--- src/design/ujt_pkg.sv ---
// ----------------------------------------------------------------------------
// ujt_pkg
// Shared widths, register codes and the CORDIC arctangent table for the
// universal joint transform.
// ----------------------------------------------------------------------------
package ujt_pkg;

   localparam int ANGLE_WIDTH  = 16;
   localparam int ENTRY_WIDTH  = 16;
   localparam int FRAC_BITS    = ENTRY_WIDTH - 2;
   localparam int CORDIC_STEPS = 30;

   localparam int XW = 34;
   localparam int ZW = 34;
   localparam logic signed [XW-1:0] CORDIC_GAIN = XW'(652032874);

   localparam int CS_SHIFT = 30 - FRAC_BITS;
   localparam int CS_W     = FRAC_BITS + 3;
   localparam int J_W      = CS_W + 1;
   localparam int P_W      = 2 * CS_W;

   localparam int ROT_W    = 16;
   localparam int ROT_FRAC = 14;
   localparam int ROW_W    = 3 * ROT_W;
   localparam int POS_W    = 32;
   localparam int MP_W     = ROT_W + J_W;
   localparam int ACC_W    = MP_W + 2;

   localparam logic signed [XW-1:0]    CS_RND  = XW'((64'd1 << CS_SHIFT) >> 1);
   localparam logic signed [P_W-1:0]   J_RND   = P_W'((64'd1 << FRAC_BITS) >> 1);
   localparam logic signed [ACC_W-1:0] M_RND   = ACC_W'((64'd1 << ROT_FRAC) >> 1);
   localparam logic signed [ACC_W-1:0] M_HI    = ACC_W'((64'd1 << (ENTRY_WIDTH - 1)) - 1);
   localparam logic signed [ACC_W-1:0] M_LO    = -M_HI - ACC_W'(1);

   localparam int CSR_IDX_W  = 3;
   localparam int CSR_DATA_W = 48;

   localparam logic [CSR_IDX_W-1:0] REG_ROT_ROW0 = 3'd0;
   localparam logic [CSR_IDX_W-1:0] REG_ROT_ROW1 = 3'd1;
   localparam logic [CSR_IDX_W-1:0] REG_ROT_ROW2 = 3'd2;
   localparam logic [CSR_IDX_W-1:0] REG_POS_X    = 3'd3;
   localparam logic [CSR_IDX_W-1:0] REG_POS_Y    = 3'd4;
   localparam logic [CSR_IDX_W-1:0] REG_POS_Z    = 3'd5;

   localparam logic [ROW_W-1:0] ROW0_RESET = 48'd16384;
   localparam logic [ROW_W-1:0] ROW1_RESET = 48'd1073741824;
   localparam logic [ROW_W-1:0] ROW2_RESET = 48'd70368744177664;

   typedef logic signed [CS_W-1:0]        cs_type;
   typedef logic signed [J_W-1:0]         j_type;
   typedef logic signed [ENTRY_WIDTH-1:0] entry_type;

   localparam logic [31:0] ATAN_TURN [CORDIC_STEPS] = '{
      32'h20000000, 32'h12E4051E, 32'h09FB385B, 32'h051111D4, 32'h028B0D43, 32'h0145D7E1,
      32'h00A2F61E, 32'h00517C55, 32'h0028BE53, 32'h00145F2F, 32'h000A2F98, 32'h000517CC,
      32'h00028BE6, 32'h000145F3, 32'h0000A2FA, 32'h0000517D, 32'h000028BE, 32'h0000145F,
      32'h00000A30, 32'h00000518, 32'h0000028C, 32'h00000146, 32'h000000A3, 32'h00000051,
      32'h00000029, 32'h00000014, 32'h0000000A, 32'h00000005, 32'h00000003, 32'h00000001
   };

endpackage

--- src/design/ujt_joint.sv ---
// ----------------------------------------------------------------------------
// ujt_joint
// Builds the joint rotation Rx(q0)*Ry(q1) from the two sine/cosine pairs:
// one stage of products, one stage of rounding and sign.
// ----------------------------------------------------------------------------
module ujt_joint
   import ujt_pkg::*;
(
   input  logic   clock,
   input  logic   reset,
   input  logic   enable,
   input  logic   in_valid,
   input  cs_type cos_in [2],
   input  cs_type sin_in [2],
   output logic   out_valid,
   output j_type  j_out [3][3]
);

   logic                  valid_a_ff;
   logic                  valid_b_ff;
   logic signed [P_W-1:0] ss_ff, sc_ff, cs_ff, cc_ff;
   cs_type                c0_ff, s0_ff, c1_ff, s1_ff;
   logic signed [P_W-1:0] ss_in, sc_in, cs_in, cc_in;
   j_type                 j_ff [3][3];

   always_ff @(posedge clock) begin
      if (reset) begin
         valid_a_ff <= 1'b0;
         valid_b_ff <= 1'b0;
      end else if (enable) begin
         valid_a_ff <= in_valid;
         valid_b_ff <= valid_a_ff;
      end
   end

   always_ff @(posedge clock) begin
      if (enable) begin
         ss_ff <= P_W'(sin_in[0]) * P_W'(sin_in[1]);
         sc_ff <= P_W'(sin_in[0]) * P_W'(cos_in[1]);
         cs_ff <= P_W'(cos_in[0]) * P_W'(sin_in[1]);
         cc_ff <= P_W'(cos_in[0]) * P_W'(cos_in[1]);
         c0_ff <= cos_in[0];
         s0_ff <= sin_in[0];
         c1_ff <= cos_in[1];
         s1_ff <= sin_in[1];
      end
   end

   assign ss_in = (ss_ff + J_RND) >>> FRAC_BITS;
   assign sc_in = (sc_ff + J_RND) >>> FRAC_BITS;
   assign cs_in = (cs_ff + J_RND) >>> FRAC_BITS;
   assign cc_in = (cc_ff + J_RND) >>> FRAC_BITS;

   always_ff @(posedge clock) begin
      if (enable) begin
         j_ff[0][0] <= J_W'(c1_ff);
         j_ff[0][1] <= '0;
         j_ff[0][2] <= J_W'(s1_ff);
         j_ff[1][0] <= J_W'(ss_in);
         j_ff[1][1] <= J_W'(c0_ff);
         j_ff[1][2] <= -J_W'(sc_in);
         j_ff[2][0] <= -J_W'(cs_in);
         j_ff[2][1] <= J_W'(s0_ff);
         j_ff[2][2] <= J_W'(cc_in);
      end
   end

   assign out_valid = valid_b_ff;
   assign j_out     = j_ff;

endmodule

--- config.mk ---
export PLATFORM = sky130hd
export DESIGN_NAME = ujt_joint
export DESIGN_NICKNAME = d
export VERILOG_FILES = /design/src/design/ujt_pkg.sv /design/src/design/ujt_joint.sv
export SDC_FILE = /design/constraint.sdc
export NUM_CORES = 2
export LEC_CHECK = 0
export BUFFER_PORTS_ARGS = -buffer_cell sky130_fd_sc_hd__buf_2
export CORE_MARGIN = 5
export CORE_UTILIZATION = 50
export CTS_BUF_LIST = sky130_fd_sc_hd__clkbuf_4
export CTS_CLUSTER_SIZE = 8
export DETAILED_ROUTE_END_ITERATION = 10
export PLACE_DENSITY = 0.74
export SYNTH_ARGS = -nofsm -noshare
export SYNTH_HDL_FRONTEND = slang
export SYNTH_SLANG_ARGS = --single-unit
--- constraint.sdc ---
create_clock -name clock -period 19.1 [get_ports clock]
set_input_delay 2.865 -clock clock [delete_from_list [all_inputs] [get_ports clock]]
set_output_delay 2.865 -clock clock [all_outputs]
set_load 0.005 [all_outputs]
# After elaboration in Yosys (flattened, before gate mapping)
# Cells that the tools add are included.
# word_totals
ff_bits	338
elab_cells	28
# classes
addsub	6
mul	4
# ops
op	n
$add A32 B15 Y32 const B	4
$mul A17 B17 Y32	4
$neg A18 Y18	2

# Depth between registers and ports, before layout
# logic_depth
word_depth	2
mapped_depth	23

# Worst setup path after synthesis
# No wires, ideal clock.
# synth_path
kind	in2reg
from	in cos_in[2] in the netlist's numbering
to	reg sc_ff[31], data pin
arrival_time_ns	8.295
required_time_ns	18.840
setup_slack_ns	10.545
path_stages	20
cell_sequence	clkbuf_1 > nand2_1 > inv_1 > fa_1 > inv_1 > fa_1 > inv_1 > fa_1 > fa_1 > fa_1 > fa_1 > ha_1 > a21o_1 > a21o_1 > a21oi_1 > nand3b_1 > a21oi_1 > o311ai_0 > a21oi_1 > xnor2_1
# synth_between
elab_chain_len	1
# synth_lines
item	line	rtl
start, declared	ujt_joint.sv:13	input cs_type cos_in [2],
$mul A17 B17 Y32	ujt_joint.sv:39	sc_ff <= P_W'(sin_in[0]) * P_W'(cos_in[1]);
end signal, assigned	ujt_joint.sv:39	
end, declared	ujt_joint.sv:21	logic signed [P_W-1:0] ss_ff, sc_ff, cs_ff, cc_ff;
# Every way passes these cells.
# A chain may end at the register's enable or synchronous reset.

# Worst setup path after layout
# Ends and elaborated chain as after synthesis.

==> run metrics <==
status=finished clean; first-pass GRT wire length=193000 um; EDFF count, synth=284; post-CTS setup buffer count=0; Yosys cell types=71; die height=330 um; Seq/Total Area, Yosys=16.8%; DP Wirelength=85800 um; final RePlAce weighted congestion=0.831; initial antenna violation count=7; IO Port Bufs=216; H-tree levels=3; critical path's top delay family=adder cells; Syn-to-layout area delta=6.11%; Slowest Stage Delay on Critical Path=0.73 ns; synth top area cells=fa_1 44%, edfxtp_1 17%, inv_1 8.5%, ha_1 7.8%, and2_1 7.0%; Final setup viols=0; CP startpoint kind=input pin; fmax=116 MHz; Core Rows=117; drt first pass iters=5; Crit path top cell by count=fa_1; total global routing overflow=0; largest family of logic cells by synthesized area=adder cells; share of layout cells above drive strength 1=7.50%; Max-Cap Viols=0; clock sinks=286; Slew Viols, Final=0; Vias/cell=5.15; Worst Path Buf+Inv=4; Synth top area share=44.1%; WL/cell=17.6 um; Async SR Flop Fraction=0%; final clock skew=0.0337 ns; CTS Buf Count=83; clock period minus worst slack=8.66 ns; GRT Total Usage=22.4%; slew of the pin with the lowest slew margin=1.04 ns; Synth Flop Type=edfxtp_1; worst hold path type=reg2reg; post-synthesis average cell area=10.2 um^2; crit-path cells=buf_2 -> nand2_1 -> inv_1 -> fa_1 -> inv_1 -> fa_1 -> inv_1 -> fa_1 -> fa_1 -> fa_1 -> fa_1 -> ha_1 -> a21o_1 -> a21o_1 -> a21oi_1 -> nand3b_1 -> a21oi_1 -> o311ai_0 -> a21oi_1 -> xnor2_1; Simple-Gate Fraction of Synth Area=14.3%; vias=33800; relative slew slack=30.9%; largest net degree at the start of global routing=81; TNS Setup=0 ns; Synth Instances=5013; later-pin clock latency in the skew report=0.91 ns; Die Wd=330 um; Crit-path slowest cell=fa_1; critical-path maximum fanout=35; critical path arrival=9.30 ns; Adder-Cell Fraction of Synth Area=51.9%; Final nets=6626; DR DRC count=0; CP Class=in2reg; initial core utilization=50.3%; xor/xnor share of the synthesized area=3.69%; Data required, critical path=19.74 ns; Compound-Gate Fraction of Synth Area=2.69%; CTS-repair resized insts=0; FF+latch count, synth=286; hold buffer count at CTS=0; top cells by count, synth=1157 x inv_1, 1124 x fa_1, 572 x and2_1; post-synthesis mux area share=0.142%; I/O Pins=235; cell area after synthesis=51100 um^2; most common cell in the netlist=inv_1; die footprint=109000 um^2; Post-DRT Antenna Nets=0; RSZ-0062 raised after global routing=false; Fin. Hold Viols=0; DR iter-0 viols=1869; Warnings, synthesis=0; CTS root buf=clkbuf_4; Clock Path Buffers=3; CTS tree=built; Core Footprint=102000 um^2; WL final=115000 um; number of global-route vias before repair=37800; clock transition at the registers of the reported paths=0.06 ns; fin crit share=45.3%; critical path endpoint category=flop; area leader, netlist=fa_1
-- layer usage --
metal  wire, um  track usage [%]  part of all wire [%]
met1      45900             28.8                    40
met2      57600             38.6                    50
met3       8440             4.53                   7.3
met4       3330             6.79                   2.9
met5         15                0                 0.013
-- flip-flops by register name, summed over array words and instances, names as in the netlist --
name        count
ss_ff          19
cc_ff          19
out_valid       1
c0_ff          17
s1_ff          17
s0_ff          17
j_out         140
valid_a_ff      1
cs_ff          19
c1_ff          17
sc_ff          19
-- kinds of logic (layout without fill, tap and decap cells) --
family	count (synthesis)	in the layout
AND/OR/NAND/NOR	1453	1453
adder cells (fa/ha/maj)	1442	1442
buffers and inverters	1403	1547
flip-flops	286	286
XOR/XNOR	215	215
AO/OA/AOI/OAI	206	206
multiplexers	7	7
other	1	28
-- per-stage QoR --
stage | util, % | setup slack, ns | hold WS, ns | instance area [um^2] | instances
6_report | 53.3 | 10.44 | 0.407 | 54200 | 6552
5_1_grt | 53.3 | 10.19 | 0.412 | 54200 | 6550
2_1_floorplan | - | 10.54 | 0.400 | 51100 | 5030
4_1_cts | 53.3 | 10.62 | 0.410 | 54200 | 6542
3_5_place_dp | 52.3 | 9.63 | 0.405 | 53100 | 6395
3_3_place_gp | 52.3 | 9.75 | 0.400 | 53100 | 6395
-- worst paths after layout --
check             cells past startpoint  slack, ns                start                  end
setup / recovery                     20      10.44            cos_in[2]  sc_ff[31]$_DFFE_PP_
hold / removal                        0       0.41  s0_ff[14]$_DFFE_PP_  j_out[32]$_DFFE_PP_
hold reg to reg                       0       0.41  s0_ff[14]$_DFFE_PP_  j_out[32]$_DFFE_PP_
setup reg to reg                      9      15.90  cs_ff[13]$_DFFE_PP_  j_out[53]$_DFFE_PP_
-- worst register-to-register path, delay by kind of cell, from the launching register on --
kind                       cells  cell delay, ns
and+or+nand+nor                6            1.82
adders and majority gates      1            0.29
DFF                            1            0.44
xor gates and xnor gates       2            0.43
-- final cells by class --
class | count | area [um^2]
Fill cell | 8983 | 47400
Multi-Input combinational cell | 3341 | 37200
Sequential cell | 286 | 8570
Inverter | 1157 | 4340
Tap cell | 1368 | 1710
Timing Repair Buffer | 243 | 1290
Clock buffer | 115 | 863
Clock inverter | 32 | 181
Antenna cell | 10 | 25.0
-- cell usage in the layout (no fill, tap or decap), types with 58 or more instances in the layout --
cell,Yosys,routed
nor2_1,127,127
and2_1,572,572
xnor2_1,152,152
nand2_1,568,568
clkbuf_4,0,115
xor2_1,63,63
buf_2,3,215
inv_1,1157,1157
a21oi_1,58,58
edfxtp_1,284,284
ha_1,318,318
fa_1,1124,1124
Power is left out: the tool's default activity adds up to more than one toggle a clock period on the data nets, which glitch-free logic cannot reach.
